## src/hw/rtl/pcmrv_pkg.sv

```systemverilog
// Shared constants, configuration register indexes and controller/datapath
// interface structs for the PCM resample, volume and mix block. No dependencies.
package pcmrv_pkg;

  localparam int unsigned SAMPLE_W        = 16;
  localparam int unsigned FRAME_IDX_W     = 14;
  localparam int unsigned CNT_W           = 32;
  localparam int unsigned PHASE_W         = 18;
  localparam int unsigned GAIN_W          = 9;
  localparam int unsigned RES_CNT_W       = 5;
  localparam int unsigned DIV_W           = 48;
  localparam int unsigned DIV_CNT_W       = 6;
  localparam int unsigned CFG_IDX_W       = 2;
  localparam int unsigned CFG_DATA_W      = 16;
  localparam int unsigned BUFFER_FRAMES_DEF = 16384;

  localparam logic [15:0] TARGET_HZ       = 16'd48000;
  localparam logic [15:0] MIN_HZ          = 16'd8000;
  localparam logic [GAIN_W-1:0] GAIN_MAX  = 9'd256;
  localparam logic [PHASE_W-1:0] PHASE_ONE = 18'h10000;
  localparam logic [RES_CNT_W-1:0] MAX_RES = 5'd16;

  // step = (rate << 16) / 48000 = rate * 512 / 375, by reciprocal multiply
  localparam int unsigned STEP_PROD_W = 42;
  localparam int unsigned STEP_SHIFT  = 25;
  localparam logic [25:0] STEP_MUL    = 26'd45812985;

  localparam logic [15:0]       RATE_RESET   = 16'd48000;
  localparam logic [GAIN_W-1:0] VOLUME_RESET = 9'd154;

  localparam logic [CFG_IDX_W-1:0] CFG_SOURCE_RATE    = 2'd0;
  localparam logic [CFG_IDX_W-1:0] CFG_STEREO_SOURCE  = 2'd1;
  localparam logic [CFG_IDX_W-1:0] CFG_VOLUME         = 2'd2;
  localparam logic [CFG_IDX_W-1:0] CFG_DOCKED_HALVING = 2'd3;

  localparam logic OP_FRAME     = 1'b0;
  localparam logic OP_BEGIN_MIX = 1'b1;

  typedef struct packed {
    logic accept;
    logic begin_mix;
    logic div_go;
    logic div_take;
    logic lerp;
    logic hold;
    logic scale;
    logic read;
    logic write;
    logic finish;
  } cmd_t;

  typedef struct packed {
    logic is_mix_op;
    logic need_total;
    logic div_done;
    logic interp_more;
    logic hold_more;
    logic out_free;
  } sts_t;

endpackage

```

## src/hw/rtl/pcmrv_ctrl.sv

```systemverilog
// Controller: sequences divide, interpolate, scale, read, mix/write and finish
// steps for each source word, or a begin-mix step. Depends on pcmrv_pkg.
module pcmrv_ctrl (
  input  logic            clk_i,
  input  logic            rst_ni,
  input  logic            in_valid_i,
  output logic            in_stall_o,
  input  pcmrv_pkg::sts_t sts_i,
  output pcmrv_pkg::cmd_t cmd_o
);

  localparam logic [2:0] S_IDLE   = 3'd0;
  localparam logic [2:0] S_PREP   = 3'd1;
  localparam logic [2:0] S_DIV    = 3'd2;
  localparam logic [2:0] S_DECIDE = 3'd3;
  localparam logic [2:0] S_SCALE  = 3'd4;
  localparam logic [2:0] S_READ   = 3'd5;
  localparam logic [2:0] S_WRITE  = 3'd6;
  localparam logic [2:0] S_FINISH = 3'd7;

  logic [2:0] state_q, state_d;

  always_comb begin
    cmd_o   = '0;
    state_d = state_q;
    unique case (state_q)
      S_IDLE: begin
        if (in_valid_i) begin
          cmd_o.accept = 1'b1;
          state_d      = S_PREP;
        end
      end
      S_PREP: begin
        if (sts_i.is_mix_op) begin
          cmd_o.begin_mix = 1'b1;
          state_d         = S_IDLE;
        end else if (sts_i.need_total) begin
          cmd_o.div_go = 1'b1;
          state_d      = S_DIV;
        end else begin
          state_d = S_DECIDE;
        end
      end
      S_DIV: begin
        if (sts_i.div_done) begin
          cmd_o.div_take = 1'b1;
          state_d        = S_PREP;
        end
      end
      S_DECIDE: begin
        if (sts_i.interp_more) begin
          cmd_o.lerp = 1'b1;
          state_d    = S_SCALE;
        end else if (sts_i.hold_more) begin
          cmd_o.lerp = 1'b1;
          cmd_o.hold = 1'b1;
          state_d    = S_SCALE;
        end else begin
          state_d = S_FINISH;
        end
      end
      S_SCALE: begin
        cmd_o.scale = 1'b1;
        state_d     = S_READ;
      end
      S_READ: begin
        cmd_o.read = 1'b1;
        state_d    = S_WRITE;
      end
      S_WRITE: begin
        if (sts_i.out_free) begin
          cmd_o.write = 1'b1;
          state_d     = S_DECIDE;
        end
      end
      S_FINISH: begin
        cmd_o.finish = 1'b1;
        state_d      = S_IDLE;
      end
      default: state_d = S_IDLE;
    endcase
  end

  always_ff @(posedge clk_i or negedge rst_ni) begin
    if (!rst_ni) begin
      state_q <= S_IDLE;
    end else begin
      state_q <= state_d;
    end
  end

  assign in_stall_o = state_q != S_IDLE;

endmodule

```

## config.mk

```make
export PLATFORM = sky130hd
export DESIGN_NAME = pcmrv_ctrl
export DESIGN_NICKNAME = d
export VERILOG_FILES = /design/src/hw/rtl/pcmrv_pkg.sv /design/src/hw/rtl/pcmrv_ctrl.sv
export SDC_FILE = /design/constraint.sdc
export NUM_CORES = 1
export LEC_CHECK = 0
export BUFFER_PORTS_ARGS = -buffer_cell sky130_fd_sc_hd__clkbuf_2
export CAP_MARGIN = 5
export CORE_AREA = 5 5 42 44
export DETAILED_ROUTE_END_ITERATION = 6
export DIE_AREA = 0 0 47 49
export GPL_TIMING_DRIVEN = 1
export PLACE_DENSITY = 0.62
export SLEW_MARGIN = 20
export SYNTH_ARGS = -nofsm -noshare
export SYNTH_HDL_FRONTEND = slang
export SYNTH_SLANG_ARGS = --single-unit
export TNS_END_PERCENT = 100
```

## constraint.sdc

```tcl
create_clock -name clk_i -period 3.6 [get_ports clk_i]
set_input_delay 0.18 -clock clk_i [delete_from_list [all_inputs] [get_ports clk_i]]
set_output_delay 0.18 -clock clk_i [all_outputs]
set_load 0.005 [all_outputs]
```

== Yosys cells after proc, flatten, opt, wreduce, memory -nomap -nowiden ==
Index checks and enable logic that the tools add are counted.

* Bits in registers: 3
* Output and inout bits: 11
* Logic and storage cells: 39

* Equal/unequal tests: 10
* Mux-type cells: 25
* Reduce and logical (&&, ||, !) cells: 3

{| class="wikitable"
|+ Operators by type and width
! operator !! count
|-
| one-hot mux 3 bit (8 select lines) || 1
|-
| 2-to-1 mux 1 bit || 15
|-
| 2-to-1 mux 3 bit || 5
|-
| == test 3 bit, second input constant || 4
|-
| 2-to-1 mux 2 bit || 4
|-
| == test 3 x 2 -> 1 bit, second input constant || 2
|-
| inequality test 2 bit, second input constant || 3
|-
| == test 3 x 1 -> 1 bit, second input constant || 1
|-
| logical NOT 3 bit || 1
|-
| AND reduction 3 bit || 1
|-
| nonzero test 3 bit || 1
|}

== Longest topological paths before layout ==
* Depth in word-level cells: 3
* Gate-level depth with buffers: 4
* Depth with buffers taken out: 3

== Worst setup path after synthesis ==
OpenSTA, ideal clock, no wires.

* Path kind: flip-flop to output port
* From: register state_q[2]
* To: output port cmd_o[9] (netlist name)
* Data arrival time: 1.004 ns
* Setup slack: 2.416 ns
* Cell stages (with the launch flop): 4
* Buffers on the path: 1
* Cell sequence: dfrtp_1 > buf_6 > or3_1 > nor2_1

{| class="wikitable"
|+ RTL lines
! what !! line !! RTL
|-
| from (decl) || pcmrv_ctrl.sv:21 || <nowiki>logic [2:0] state_q, state_d;</nowiki>
|-
| from (signal assigned) || pcmrv_ctrl.sv:88 || <nowiki>state_q <= state_d;</nowiki>
|-
| to (decl) || pcmrv_ctrl.sv:9 || <nowiki>output pcmrv_pkg::cmd_t cmd_o</nowiki>
|}

==> key figures <==
Pwr
  • Seq pwr share: 0.325
  • Power Internal: 0.179 mW
  • Psw: 0.149 mW
  • Worst vdd ir: 0.235 mV
  • Sw Share: 0.455
  • Comb power frac: 0.488
  • Clock power frac: 0.186
  • Cell Pwr Density: approximately 720 nW/um^2
  • Leak pwr: 0.230 nW

Route
  • Final WL: 842 um
  • Post-route ant nets: 0
  • Total number of vias: roughly 340
  • Initial DRT Pass Iterations: 2
  • Drc violations: 0
  • Vias per inst: 4.59
  • DR iter-0 viols: 5
  • Average wire per standard cell: 11.2 um

Critical path
  • Critical path type: register to primary output
  • Reg-to-reg startpoint: state_q[2]
  • Critical path arrival: 1.49 ns
  • Startpoint class of the critical path: register
  • R2R Setup Slk: 2.20 ns
  • CP max FO: 12
  • Crit path capture type: primary output
  • CP Data Required Time: ~3.4 ns
  • Worst r2r dst: state_q[0]
  • Worst Reg2Reg Path Length in Cells: 3

Layout
  • Top Registers: state_q: 3 flops
  • ANT cells: 0
  • Non-filler instance count after layout: 75
  • Fin nets: just under 70
  • Largest reg by FF count: state_q
  • Area grow syn2layout: 39.1%
  • Layout cells sized above 1: 0.458
  • Number of flip-flops in the largest register: 3
  • Final instance area: 454 sq um

Die
  • IO Pins: 20
  • Initial core utilization: 0.233
  • Die Ht: about 49 um
  • Core ar.: 1400 sq um
  • Width of the die: 47 um
  • FP Rows: 14
  • DIE AREA: 2300 sq um

Clock network
  • # Post-CTS Setup Buffers: 0
  • Htree depth: 1
  • Clock Pin Slew Worst Setup and Hold Paths: 0.04 ns
  • Clock Latency Late Sink: 0.24 ns
  • Maximum clock insertion buffer count: 2
  • CTS tree: yes
  • CTS Buf Count: 3
  • CTS Sinks: 3
  • Root Buffer: clkbuf_4
  • Post-CTS sizing: 0

STA
  • Period utilisation layout: 0.465
  • Min Tclk post-route: 1.67 ns
  • Worst slew margin: 0.700
  • Post-Route Setup TNS: 0 ns
  • Hold Vio Cnt, Final: 0
  • RSZ-0062 raised after global routing: false
  • Worst hold slack: 0.269 ns
  • Worst slew pin tran: 0.450 ns
  • Final Setup Violations: 0
  • Fmax: 0.597 GHz
  • Setup ws final: 1.93 ns
  • Max-slew violation count: 0
  • Clk_skew: a little over 0.005 ns

Placed design
  • Placed Area: ~420 sq um
  • GPL Wtd Cong: 0.791
  • HPWL after DPL: 650 um
  • Port bufs: 19
  • # placed instances: 70
  • Worst slack at placement: 2.17 ns

Synth
  • Yosys warns: 0
  • #FFs+latches synth: 3
  • Syn_nets: 47
  • Unique masters post-synth: 26
  • Synthesized area per cell: 8.59 sq um
  • Post-Syn Area: 327 sq um
  • Synth Instances: 38
  • Sequential element share of the synthesized area: 0.230

Outcome
  • Outcome: finished, final reports clean

Global route
  • First-pass GRT wire length: 1350 um
  • Initial antenna violation count: 0
  • Number of global-route vias before repair: 324
  • GR Util All Layers: 0.0882
  • Pin count of the biggest net entering global routing: 15
  • Grt ovf: 0

Flow run
  • Total of max-cap violations: 0

Hold path
  • Class of the worst hold path: primary input to async pin
==> worst max-delay path: stages, from the launching register on <==
cell	delay (ns)
dfrtp_1	0.53
and2b_1	0.31
nand2_1	0.09
nor3b_1	0.19
clkbuf_2	0.14
==> kinds of logic after synthesis <==
kind of cell	count (synthesis)	share of synthesized area
AND/OR/NAND/NOR	20	0.452
buffers and inverters	7	0.119
flip-flops	3	0.230
AO/OA/AOI/OAI	7	0.169
multiplexers	1	0.0307
==> repair_timing <==
action / CTS / global route
hold buffers: 1 / 0
hold endpoints to repair: 3 / 0
endpoints found under the setup margin: 0 / 0
==> layout by cell type (no fill, tap or decap), types with 2 or more instances in the layout <==
master    synthesis  routed
nor3_1            2       2
o21ai_0           2       2
inv_1             3       3
nor2_1            3       3
and3_1            2       2
clkbuf_2          0      19
dfrtp_1           3       3
a31oi_1           2       2
nand2_1           3       3
clkbuf_4          0       3
==> metrics by stage <==
stage	utilization	power (mW)
finish	0.324	0.328
global route	0.324	0.366
CTS	0.324	0.333
detailed placement	0.298	0.269
global placement	0.298	0.267
floorplan	-	0.231
==> power by group through the flow <==
stage,clock [mW],combinational (mW),sequential [mW]
3_5_place_dp,0,0.162,0.107
6_report,0.0612,0.160,0.107
4_1_cts,0.0634,0.163,0.107
3_3_place_gp,0,0.161,0.106
2_1_floorplan,0,0.164,0.0668
5_1_grt,0.0710,0.179,0.116
==> layer usage <==
layer	vias to the layer above	global-route usage	wire length, um
li1	181	-	-
met1	141	0.102	365
met2	18	0.111	344
met3	4	0.0111	85
met4	0	0.124	48
met5	-	0	0
==> cell type report <==
cell class | count | area (sq um)
Fill cell | 161 | 947
Multi-Input combinational cell | 28 | 213
Timing Repair Buffer | 20 | 105
Sequential cell | 3 | 75.1
Clock buffer | 4 | 26.3
Tap cell | 16 | 20.0
Inverter | 4 | 15.0
==> synthesized netlist by cell type <==
cell type | count | area [sq um]
a211o_1 | 1 | 8.76
a221oi_1 | 1 | 8.76
a311oi_2 | 1 | 15.0
a31oi_1 | 2 | 12.5
and2_1 | 1 | 6.26
and2b_1 | 1 | 7.51
and3_1 | 2 | 12.5
and4_1 | 1 | 8.76
buf_2 | 1 | 5.00
buf_4 | 1 | 7.51
buf_6 | 1 | 11.3
dfrtp_1 | 3 | 75.1
inv_1 | 3 | 11.3
inv_2 | 1 | 3.75
mux2i_1 | 1 | 10.0
nand2_1 | 3 | 11.3
nor2_1 | 3 | 11.3
nor2b_1 | 1 | 6.26
nor3_1 | 2 | 10.0
nor3b_1 | 1 | 7.51
nor4_2 | 1 | 12.5
nor4b_1 | 1 | 8.76
nor4b_2 | 1 | 15.0
nor4b_4 | 1 | 23.8
o21ai_0 | 2 | 10.0
or3_1 | 1 | 6.26
==> how the worst max path moves through the flow <==
stage	from	endpoint	slack, ns	cells past startpoint
after floorplan	state_q[2]	cmd_o[9]	2.42	3
after global placement	state_q[2]	cmd_o[4]	2.21	4
after detailed placement	state_q[2]	cmd_o[4]	2.17	4
after CTS	state_q[2]	cmd_o[4]	1.91	4
after global routing	state_q[1]	cmd_o[4]	1.77	4
final	state_q[2]	cmd_o[4]	1.93	4
No activity file was read; power rests on OpenSTA's default activity.
